### config.mk
export PLATFORM = sky130hd
export DESIGN_NAME = cfls_queue
export DESIGN_NICKNAME = d
export VERILOG_FILES = /design/src/hdl/cfls_pkg.sv /design/src/hdl/cfls_queue.sv
export SDC_FILE = /design/constraint.sdc
export NUM_CORES = 1
export LEC_CHECK = 0
export BUFFER_PORTS_ARGS = -buffer_cell sky130_fd_sc_hd__buf_2
export CORE_AREA = 2 2 261 263
export DETAILED_ROUTE_END_ITERATION = 6
export DIE_AREA = 0 0 263 265
export GPL_TIMING_DRIVEN = 0
export PLACE_DENSITY = 0.66
export RECOVER_POWER = 100
export SYNTH_ARGS = -nofsm -noshare
export SYNTH_HDL_FRONTEND = slang
export SYNTH_SLANG_ARGS = --single-unit
### constraint.sdc
create_clock -name clk -period 11.84 [get_ports clk]
set_input_delay 0.592 -clock clk [delete_from_list [all_inputs] [get_ports clk]]
set_output_delay 0.592 -clock clk [all_outputs]
set_load 0.05 [all_outputs]
### src/hdl/cfls_pkg.sv
`timescale 1ns / 1ps

package cfls_pkg;

  // point counter width and the number of points a fit can cover
  localparam int CNT_W = 7;
  localparam logic [CNT_W-1:0] MAX_POINTS = 7'd64;
  localparam logic [CNT_W-1:0] MIN_POINTS_RST = 7'd30;

  // job queue depth between front and back
  localparam int QDEPTH = 2;

  // datapath widths of the solver
  localparam int OP_W = 64;
  localparam int WIDE_W = 128;

  // status codes
  localparam logic [1:0] ST_OK    = 2'd0;
  localparam logic [1:0] ST_FEW   = 2'd1;
  localparam logic [1:0] ST_DEGEN = 2'd2;
  localparam logic [1:0] ST_OVF   = 2'd3;

  typedef struct packed {
    logic [13:0] x_coord;
    logic [12:0] y_coord;
    logic        last_point;
  } pt_in_t;

  typedef struct packed {
    logic signed [15:0] center_x;
    logic signed [15:0] center_y;
    logic [15:0]        radius;
    logic [1:0]         status;
  } fit_out_t;

  // snapshot of the sums of one point set
  typedef struct packed {
    logic [CNT_W-1:0] count;
    logic [19:0]      sx;
    logic [19:0]      sy;
    logic [32:0]      sxx;
    logic [32:0]      syy;
    logic [32:0]      sxy;
    logic [46:0]      sxxx;
    logic [46:0]      syyy;
    logic [46:0]      sxyy;
    logic [46:0]      sxxy;
    logic             ovf;
  } job_t;

endpackage

### src/hdl/cfls_queue.sv
`timescale 1ns / 1ps

module cfls_queue import cfls_pkg::*; (
  input  logic clk,
  input  logic rst_n,
  input  logic push_valid,
  output logic push_ready,
  input  job_t push_job,
  output logic pop_valid,
  input  logic pop_ready,
  output job_t pop_job
);

  localparam int PW = (QDEPTH > 1) ? $clog2(QDEPTH) : 1;

  job_t          mem_r [QDEPTH];
  logic [PW-1:0] wr_ptr_r, rd_ptr_r;
  logic [PW:0]   cnt_r;
  logic          do_push, do_pop;

  assign push_ready = (cnt_r != (PW+1)'(QDEPTH));
  assign pop_valid  = (cnt_r != '0);
  assign pop_job    = mem_r[rd_ptr_r];
  assign do_push    = push_valid && push_ready;
  assign do_pop     = pop_valid && pop_ready;

  // entry storage
  always_ff @(posedge clk) begin
    if (do_push) mem_r[wr_ptr_r] <= push_job;
  end

  // pointers and fill level
  always_ff @(posedge clk) begin
    if (!rst_n) begin
      wr_ptr_r <= '0;
      rd_ptr_r <= '0;
      cnt_r    <= '0;
    end else begin
      if (do_push)
        wr_ptr_r <= (wr_ptr_r == PW'(QDEPTH-1)) ? '0 : wr_ptr_r + 1'b1;
      if (do_pop)
        rd_ptr_r <= (rd_ptr_r == PW'(QDEPTH-1)) ? '0 : rd_ptr_r + 1'b1;
      if (do_push && !do_pop) cnt_r <= cnt_r + 1'b1;
      else if (do_pop && !do_push) cnt_r <= cnt_r - 1'b1;
    end
  end

endmodule

==> results of run 1 <==
layout make-up:
| cell class | count | area [um2] | area share, % |
|---|---|---|---|
| clock buffers | 89 | 1880 | 6.02 |
| clock inverters | 37 | 340 | 1.09 |
| well taps | 873 | 1090 | 3.50 |
| flip-flops and latches | 675 | 20200 | 64.9 |
| diodes | 13 | 32.5 | 0.104 |
| inverters | 1 | 5.00 | 0.0161 |
| plain buffers | 37 | 139 | 0.445 |
| multi-input cells | 353 | 4470 | 14.3 |
| repair buffers | 682 | 3010 | 9.64 |
layer usage:
metal / vias up / track usage, % / share of wire (%)
li1: 5811 / - / -
met4: 12 / 8.11 / 4.1
met1: 6361 / 16.1 / 35
met3: 152 / 5.43 / 8.3
met5: - / 0 / 0.14
met2: 473 / 27.8 / 53
registers in the layout (all words and copies together), names as in the netlist, named ones only:
name	flops
mem_r	670
cnt_r	2
rd_ptr_r	1
wr_ptr_r	1
stage by stage:
step / total power, mW / cell area [um2] / setup slack, ps
after floorplan: 5.41 / 25000 / 2410
after global placement: 6.12 / 29500 / -1380
after detailed placement: 6.00 / 29700 / 9050
after CTS: 8.12 / 31900 / 8850
after global routing: 8.21 / 31200 / 4640
final: 7.91 / 31200 / 5330
power breakdown:
part / switching, mW / total [mW] / leakage (nW) / internal, mW
clock network: 0.900 / 2.10 / 1.07 / 1.20
registers: 0.0634 / 3.07 / 6.30 / 3.01
logic: 2.04 / 2.74 / 3.43 / 0.706
total: 3.00 / 7.91 / 10.8 / 4.91
synthesized netlist by cell type:
library cell	count	share of area [%]
a21bo_2	1	0.040
a21boi_0	2	0.060
and2_1	4	0.10
and3_1	1	0.025
buf_2	19	0.38
buf_4	1	0.030
buf_6	17	0.77
dfxtp_1	5	0.40
edfxtp_1	670	81
ha_1	1	0.050
inv_1	1	0.015
mux2_2	185	8.3
mux2_4	150	9.0
nand2b_1	1	0.025
nand3b_1	1	0.030
o21ai_0	1	0.020
o21ai_1	1	0.020
or2_2	1	0.025
or3_1	1	0.025
xnor2_1	2	0.070
xor2_1	1	0.035
logic make-up after synthesis:
| logic type | Yosys count | synth area share [%] |
|---|---|---|
| flip-flops | 675 | 80.9 |
| buffers and inverters | 38 | 1.19 |
| XOR/XNOR | 3 | 0.105 |
| multiplexers | 335 | 17.4 |
| adder cells (fa/ha/maj) | 1 | 0.0501 |
| AO/OA/AOI/OAI | 5 | 0.140 |
| AND/OR/NAND/NOR | 9 | 0.230 |
worst max-delay path, cell delays in order (launching register included):
cell and delay, ps:
dfxtp_1 350, nand2b_1 210, nand3b_1 150, clkinvlp_2 3770, buf_16 1360
how the worst min path moves through the flow:
stage	from	to	slack (ps)	cells after the start
after global routing	push_job[34]	mem_r[1][34]	130	1
after CTS	push_job[34]	mem_r[1][34]	120	1
after global placement	cnt_r[1]	cnt_r[1]	500	2
after detailed placement	cnt_r[1]	cnt_r[1]	550	2
after floorplan	cnt_r[1]	cnt_r[1]	490	2
final	push_job[141]	mem_r[1][141]	170	1
==> impl_metrics.json, run 1 <==
{
  "clkSlewWorstSetupHoldPaths_ps": 60,
  "cts_setup_buffers": 0,
  "layout_commonest_cell": "edfxtp_1",
  "die_w_um": 263,
  "post-route-util_pct": 46.7,
  "r2r_slack_ps": 5330,
  "syn-num-nets": 1406,
  "ios": 676,
  "yosysUniqueCellTypes": 21,
  "setup_viol": 0,
  "synth-seq-area-share_pct": 80.9,
  "nNetsFinal": 2162,
  "cts_max_level": 3,
  "dp.cells": 2621,
  "cts_root_buf": "clkbuf_16",
  "num_rows": 95,
  "timing_worst_setup_path_type": "flop to flop",
  "cts_sinks": 675,
  "io_buffers": 675,
  "peakVddDrop_mv": 0.179,
  "grt_pass1_wl_um": 81500,
  "setup_tns_ps": 0,
  "worstSetupStartpointType": "flop",
  "period_share_pct": 55.0,
  "grt_setup_unrepaired": "no",
  "grt_pass1_vias": 13700,
  "hp-class": "primary input to flop",
  "core_um2": 66800,
  "final_cell_mix": "670 x edfxtp_1, 468 x clkbuf_1, 261 x buf_2, 158 x mux2_2, 150 x mux2_4",
  "ant_nets": 0,
  "drc": 0,
  "vias_per_cell": 4.64,
  "syn_area_per_cell_um2": 23.4,
  "syn-cell-area_um2": 25000,
  "gr-total-overflow": 0,
  "grt_use_total_pct": 15.6,
  "finClkSkew_ps": 17.3,
  "cp_data_required_time_ps": 12020,
  "drtIter0Drc": 691,
  "hold_violations": 0,
  "routed-via-count": 12800,
  "nFillCells": 5876,
  "grt_start_max_net_pins": 118,
  "failed_checks": "max-capacitance violations, max-slew violations",
  "worstMarginPinSlew_ps": 5100,
  "crit_fanout": 112,
  "cp-end-kind": "flop",
  "start_util_pct": 37.4,
  "syn_inst": 1066,
  "r2r-end": "mem_r[0][230]",
  "whs_ps": 169,
  "wirelength_um": 56400,
  "power_density_nw_per_um2": 254,
  "place.gp.congestion": 0.799,
  "p_leak_nw": 10.8,
  "syn2layout_area_growth_pct": 24.8,
  "ys_ff_latch": 675,
  "rr_startpoint": "cnt_r[0]",
  "drive_gt1_share_pct": 36.0,
  "min_period_ps": 6510,
  "slew_violations": 271,
  "finalNonFillerCells": 2760,
  "cts_hold_buf": 0,
  "r2r_cells": 4,
  "hpwl_um": 40200,
  "routedWlPerCell_um": 20.4,
  "cts.repair.resized": 0,
  "cts_tree": "yes",
  "cts_buffer_depth": 3,
  "die_height_um": 265,
  "relSlewSlack_pct": -242,
  "fmax_ghz": 0.154,
  "dieArea_um2": 69700,
  "status": "complete, but fails checks",
  "cts_buffers": 72,
  "first_pass_iters": 4,
  "cap_violations": 4,
  "arrival_ps": 6690,
  "antenna_found_initial": 18,
  "clkLatencyLatePin_ps": 600,
  "endpoint": "mem_r[0][230]",
  "yosys_warnings": 0,
  "startpoint": "cnt_r[0]"
}
No activity file was read; power rests on OpenSTA's default activity.
==> inputs of run 2 (changes only) <==
Settings changed: PLACE_DENSITY 0.66 to 0.68.
Clock period 11.84 ns to 5.8 ns, I/O delays scaled along.
==> run 2 against run 1 <==
Against the previous run: utilization increased by 5.3 points; global-route usage increased by 1.9 points; critical path type is now flop to output pin; cell count increased by 12%; register-to-register slack got worse by 3500 ps; sequential cell count unchanged; hold slack improved by 56 ps; via count increased by 13%; highest routed layer unchanged; first-iteration DRC count increased by 33%; power increased by 110%; sequential share of layout area decreased by 6.6 points; critical path depth increased by 1; cell area increased by 11%; the flow finishes with violations (max-capacitance violations).
==> impl_metrics.json, run 2 (same netlist as run 1, synthesis figures left out) <==
{
  "period_share_pct": 72.5,
  "failed_checks": "max-capacitance violations",
  "power_density_nw_per_um2": 478,
  "hp-class": "primary input to flop",
  "timing_worst_setup_path_type": "flop to output pin",
  "clkLatencyLatePin_ps": 600,
  "status": "complete, but fails checks",
  "cts_buffer_depth": 3,
  "first_pass_iters": 4,
  "grt_pass1_wl_um": 93200,
  "ant_nets": 0,
  "cts_sinks": 675,
  "routedWlPerCell_um": 20.3,
  "routed-via-count": 14400,
  "final_cell_mix": "670 x edfxtp_1, 517 x clkbuf_1, 337 x dlygate4sd3_1, 202 x buf_2, 167 x mux2_2",
  "pre_cts_slack_ps": 2810,
  "syn2layout_area_growth_pct": 39.0,
  "nFillCells": 5492,
  "cts_tree": "yes",
  "antenna_found_initial": 11,
  "min_period_ps": 4210,
  "drive_gt1_share_pct": 29.0,
  "wirelength_um": 62900,
  "cts_buffers": 72,
  "worstPathCellList": "clkbuf_1, clkbuf_1, clkbuf_1, mux2_4, clkbuf_1",
  "grt_start_max_net_pins": 67,
  "setup_viol": 0,
  "io_buffers": 675,
  "p_leak_nw": 12.2,
  "arrival_ps": 3920,
  "fin_ws_ps": 1590,
  "cts_max_level": 3,
  "r2r_cells": 5,
  "grt_use_total_pct": 17.5,
  "die_height_um": 265,
  "cts.repair.resized": 0,
  "cp_data_required_time_ps": 5510,
  "cts_root_buf": "clkbuf_16",
  "power_mw": 16.6,
  "cpMaxStageDelayCell": "clkbuf_1",
  "die_w_um": 263,
  "hpwl_um": 41600,
  "hold_violations": 0,
  "num_rows": 95,
  "cpPeakStageDelay_ps": 890,
  "finClkSkew_ps": 21.9,
  "regMostFlops": "mem_r",
  "grt_pass1_vias": 16000,
  "cp-end-kind": "output pin",
  "vias_per_cell": 4.65,
  "ios": 676,
  "grt_setup_unrepaired": "no",
  "dieArea_um2": 69700,
  "nNetsFinal": 2508,
  "drtIter0Drc": 921,
  "relSlewSlack_pct": 0.405,
  "worstSetupStartpointType": "flop",
  "largest_reg_flops": 670,
  "gr-total-overflow": 0,
  "cpMostUsedCell": "clkbuf_1",
  "layout_commonest_cell": "edfxtp_1",
  "reg.largest.list": "mem_r: 670 flops, cnt_r: 2 flops",
  "r2r-end": "mem_r[1][311]",
  "worstHoldPathCells": 4,
  "slew_violations": 0,
  "drc": 0,
  "post-route-util_pct": 52.0,
  "clkSlewWorstSetupHoldPaths_ps": 60,
  "worstMarginPinSlew_ps": 1490,
  "place.gp.congestion": 0.795,
  "start_util_pct": 37.4,
  "core_um2": 66800,
  "worstHoldStart": "pop_ready",
  "peakVddDrop_mv": 0.375,
  "cap_violations": 1,
  "crit_fanout": 10,
  "r2r_slack_ps": 1840,
  "fmax_ghz": 0.238,
  "rr_startpoint": "cnt_r[0]"
}
-- run 2: layout make-up --
type | instances | area [um2] | share of cell area [%]
clock inverters | 39 | 373 | 1.07
clock buffers | 89 | 1910 | 5.50
repair buffers | 1028 | 6500 | 18.7
multi-input cells | 353 | 4470 | 12.9
diodes | 8 | 20.0 | 0.0577
inverters | 1 | 5.00 | 0.0144
well taps | 873 | 1090 | 3.15
plain buffers | 37 | 139 | 0.400
flip-flops and latches | 675 | 20200 | 58.2
-- run 2: where the power goes --
part | internal [mW] | total (mW) | switching, mW
registers | 6.09 | 6.23 | 0.144
clock network | 2.58 | 4.44 | 1.86
logic | 1.67 | 5.94 | 4.27
-- run 2: how the worst max path moves through the flow --
stage	to	cells past startpoint	slack, ps
finish	pop_job[230]	5	1590
global route	pop_job[179]	5	1310
CTS	mem_r[0][312]	9	2770
detailed placement	mem_r[0][294]	9	2810
global placement	mem_r[0][71]	3	-3100
floorplan	mem_r[0][0]	3	-340
-- run 2: metrics by stage --
step	TNS (ps)	hold slack (ps)	instances	cell area, um2
floorplan	-114280	389	1066	25000
global placement	-1450960	477	2614	29500
detailed placement	0	481	2630	29800
CTS	0	142	3095	35500
global route	0	230	3102	34700
finish	0	225	3103	34700
-- run 2: worst max-delay path, delay by kind of cell, from the launching register on --
family | cells | cell delay (ps)
buffers and inverters | 4 | 2710
flip-flops | 1 | 320
multiplexers | 1 | 300
-- run 2: timing repair --
| action | CTS | global route |
|---|---|---|
| hold endpoints to repair | 675 | 0 |
| hold buffers | 337 | 0 |
| setup endpoints to repair | 0 | 0 |
| buffers inserted | 0 | 0 |
-- run 2: layer usage --
layer | track usage, % | wire [um]
met5 | 0 | 35
met4 | 8.39 | 2470
met3 | 5.03 | 4550
met2 | 32.4 | 34100
met1 | 18.2 | 21800
==> inputs of run 3 (changes only) <==
Clock period 5.8 ns to 3.8 ns, I/O delays scaled along.
==> run 3 against run 2 <==
Against the previous run: the flow now finishes without violations; utilization rose by 0.24 points; power is 53% higher; die area unchanged; critical path type unchanged; sequential power up 53%; clock skew grew 2.9 ps; cell area rose by 0.47%; routed wire length hardly changed; register-to-register slack worse by 1200 ps; first-iteration DRC count rose by 11%.
==> impl_metrics.json, run 3 (same netlist as run 1, synthesis figures left out) <==
{
  "die_height_um": 265,
  "slew_violations": 0,
  "grt_use_total_pct": 17.5,
  "worstSetupStartpointType": "flop",
  "io_buffers": 675,
  "drtIter0Drc": 1026,
  "clkPwrFrac_pct": 26.6,
  "finClkSkew_ps": 24.8,
  "relSlewSlack_pct": 9.30,
  "post-route-util_pct": 52.2,
  "cts_buffers": 72,
  "hpwl_um": 41600,
  "cp_data_required_time_ps": 3610,
  "r2r_cells": 5,
  "status": "finished clean",
  "cts_root_buf": "clkbuf_16",
  "nFillCells": 5433,
  "timing_worst_setup_path_type": "flop to output pin",
  "die_w_um": 263,
  "core_um2": 66800,
  "p_leak_nw": 12.5,
  "swShare_pct": 37.7,
  "drc": 0,
  "hold_violations": 0,
  "antenna_found_initial": 11,
  "start_util_pct": 37.4,
  "gr-total-overflow": 0,
  "ios": 676,
  "worstHoldStart": "pop_ready",
  "grt_pass1_wl_um": 93200,
  "cts_sinks": 675,
  "ant_nets": 0,
  "grt_start_max_net_pins": 67,
  "nNetsFinal": 2508,
  "r2r-end": "mem_r[1][283]",
  "worstMarginPinSlew_ps": 1360,
  "combPwrFrac_pct": 36.0,
  "placed_area_um2": 29800,
  "routed-via-count": 14400,
  "clkLatencyLatePin_ps": 600,
  "dieArea_um2": 69700,
  "hp-class": "primary input to flop",
  "num_rows": 95,
  "cts_tree": "yes",
  "fmax_ghz": 0.302,
  "layout_commonest_cell": "edfxtp_1",
  "cap_violations": 0,
  "whs_ps": 125,
  "crit_fanout": 10,
  "largest_reg_flops": 670,
  "reg.largest.list": "mem_r: 670 flops, cnt_r: 2 flops",
  "first_pass_iters": 4,
  "wirelength_um": 62900,
  "rr_startpoint": "cnt_r[0]",
  "cts_buffer_depth": 3,
  "peakVddDrop_mv": 0.571,
  "min_period_ps": 3310,
  "grt_pass1_vias": 16000,
  "power_density_nw_per_um2": 729,
  "power.net_switching_mw": 9.59,
  "clkSlewWorstSetupHoldPaths_ps": 60,
  "fin_area_um2": 34900,
  "cts_max_level": 3,
  "arrival_ps": 3120,
  "p_int_mw": 15.9,
  "regMostFlops": "mem_r",
  "period_share_pct": 87.0,
  "setup_viol": 0,
  "routedWlPerCell_um": 20.3,
  "grt_setup_unrepaired": "no",
  "syn2layout_area_growth_pct": 39.6,
  "final_cell_mix": "670 x edfxtp_1, 417 x clkbuf_1, 337 x dlygate4sd3_1, 284 x buf_2, 170 x mux2_2",
  "place.gp.congestion": 0.795,
  "drive_gt1_share_pct": 33.7,
  "worstHoldPathCells": 4,
  "r2r_slack_ps": 620,
  "p_seq_share_pct": 37.4,
  "cts_setup_buffers": 0,
  "cts_hold_buf": 337,
  "vias_per_cell": 4.65,
  "cp-end-kind": "output pin",
  "cts.repair.resized": 0
}
## run 3: final cells by class
class,instances,area [um2],area share [%]
diodes,8,20.0,0.0574
plain buffers,37,178,0.509
clock buffers,89,1910,5.47
clock inverters,39,373,1.07
inverters,1,7.51,0.0215
multi-input cells,353,4470,12.8
flip-flops and latches,675,20200,58.0
well taps,873,1090,3.13
repair buffers,1028,6620,19.0
## run 3: critical path, cell delays in order, from the launching register on
cell and delay (ps):
dfxtp_1 320, clkbuf_1 930, buf_6 280, clkbuf_2 410, mux2_4 360, buf_2 220
## run 3: per-layer routing
metal / vias up / part of all wire [%] / track usage (%)
li1: 6494 / - / -
met1: 7222 / 35 / 18.2
met2: 567 / 54 / 32.4
met3: 152 / 7.2 / 5.03
met4: 6 / 3.9 / 8.39
met5: - / 0.054 / 0
## run 3: worst max-delay path by stage
| stage | start | slack [ps] | endpoint | cells after the start |
|---|---|---|---|---|
| final | flop | 490 | pop_job[195] | 5 |
| after global routing | flop | 310 | pop_job[327] | 4 |
| after CTS | cnt_r[0] | 770 | mem_r[0][312] | 9 |
| after detailed placement | cnt_r[0] | 810 | mem_r[0][294] | 9 |
| after global placement | cnt_r[0] | -5100 | mem_r[0][71] | 3 |
| after floorplan | cnt_r[0] | -2340 | mem_r[0][0] | 3 |
## run 3: stage by stage
stage	setup TNS, ps	power [mW]	std cells	setup slack, ps
4_1_cts	0	25.9	3095	775
6_report	0	25.4	3103	492
3_3_place_gp	-2790960	18.8	2614	-5100
2_1_floorplan	-1234190	16.7	1066	-2340
3_5_place_dp	0	18.8	2630	806
5_1_grt	0	26.3	3102	314
## run 3: power groups by stage
stage,Combinational (mW),Sequential (mW),Clock (mW)
after floorplan,6.93,9.80,0
after global placement,8.89,9.95,0
after detailed placement,9.14,9.65,0
after CTS,9.46,9.51,6.93
after global routing,9.50,9.58,7.20
final,9.16,9.51,6.78
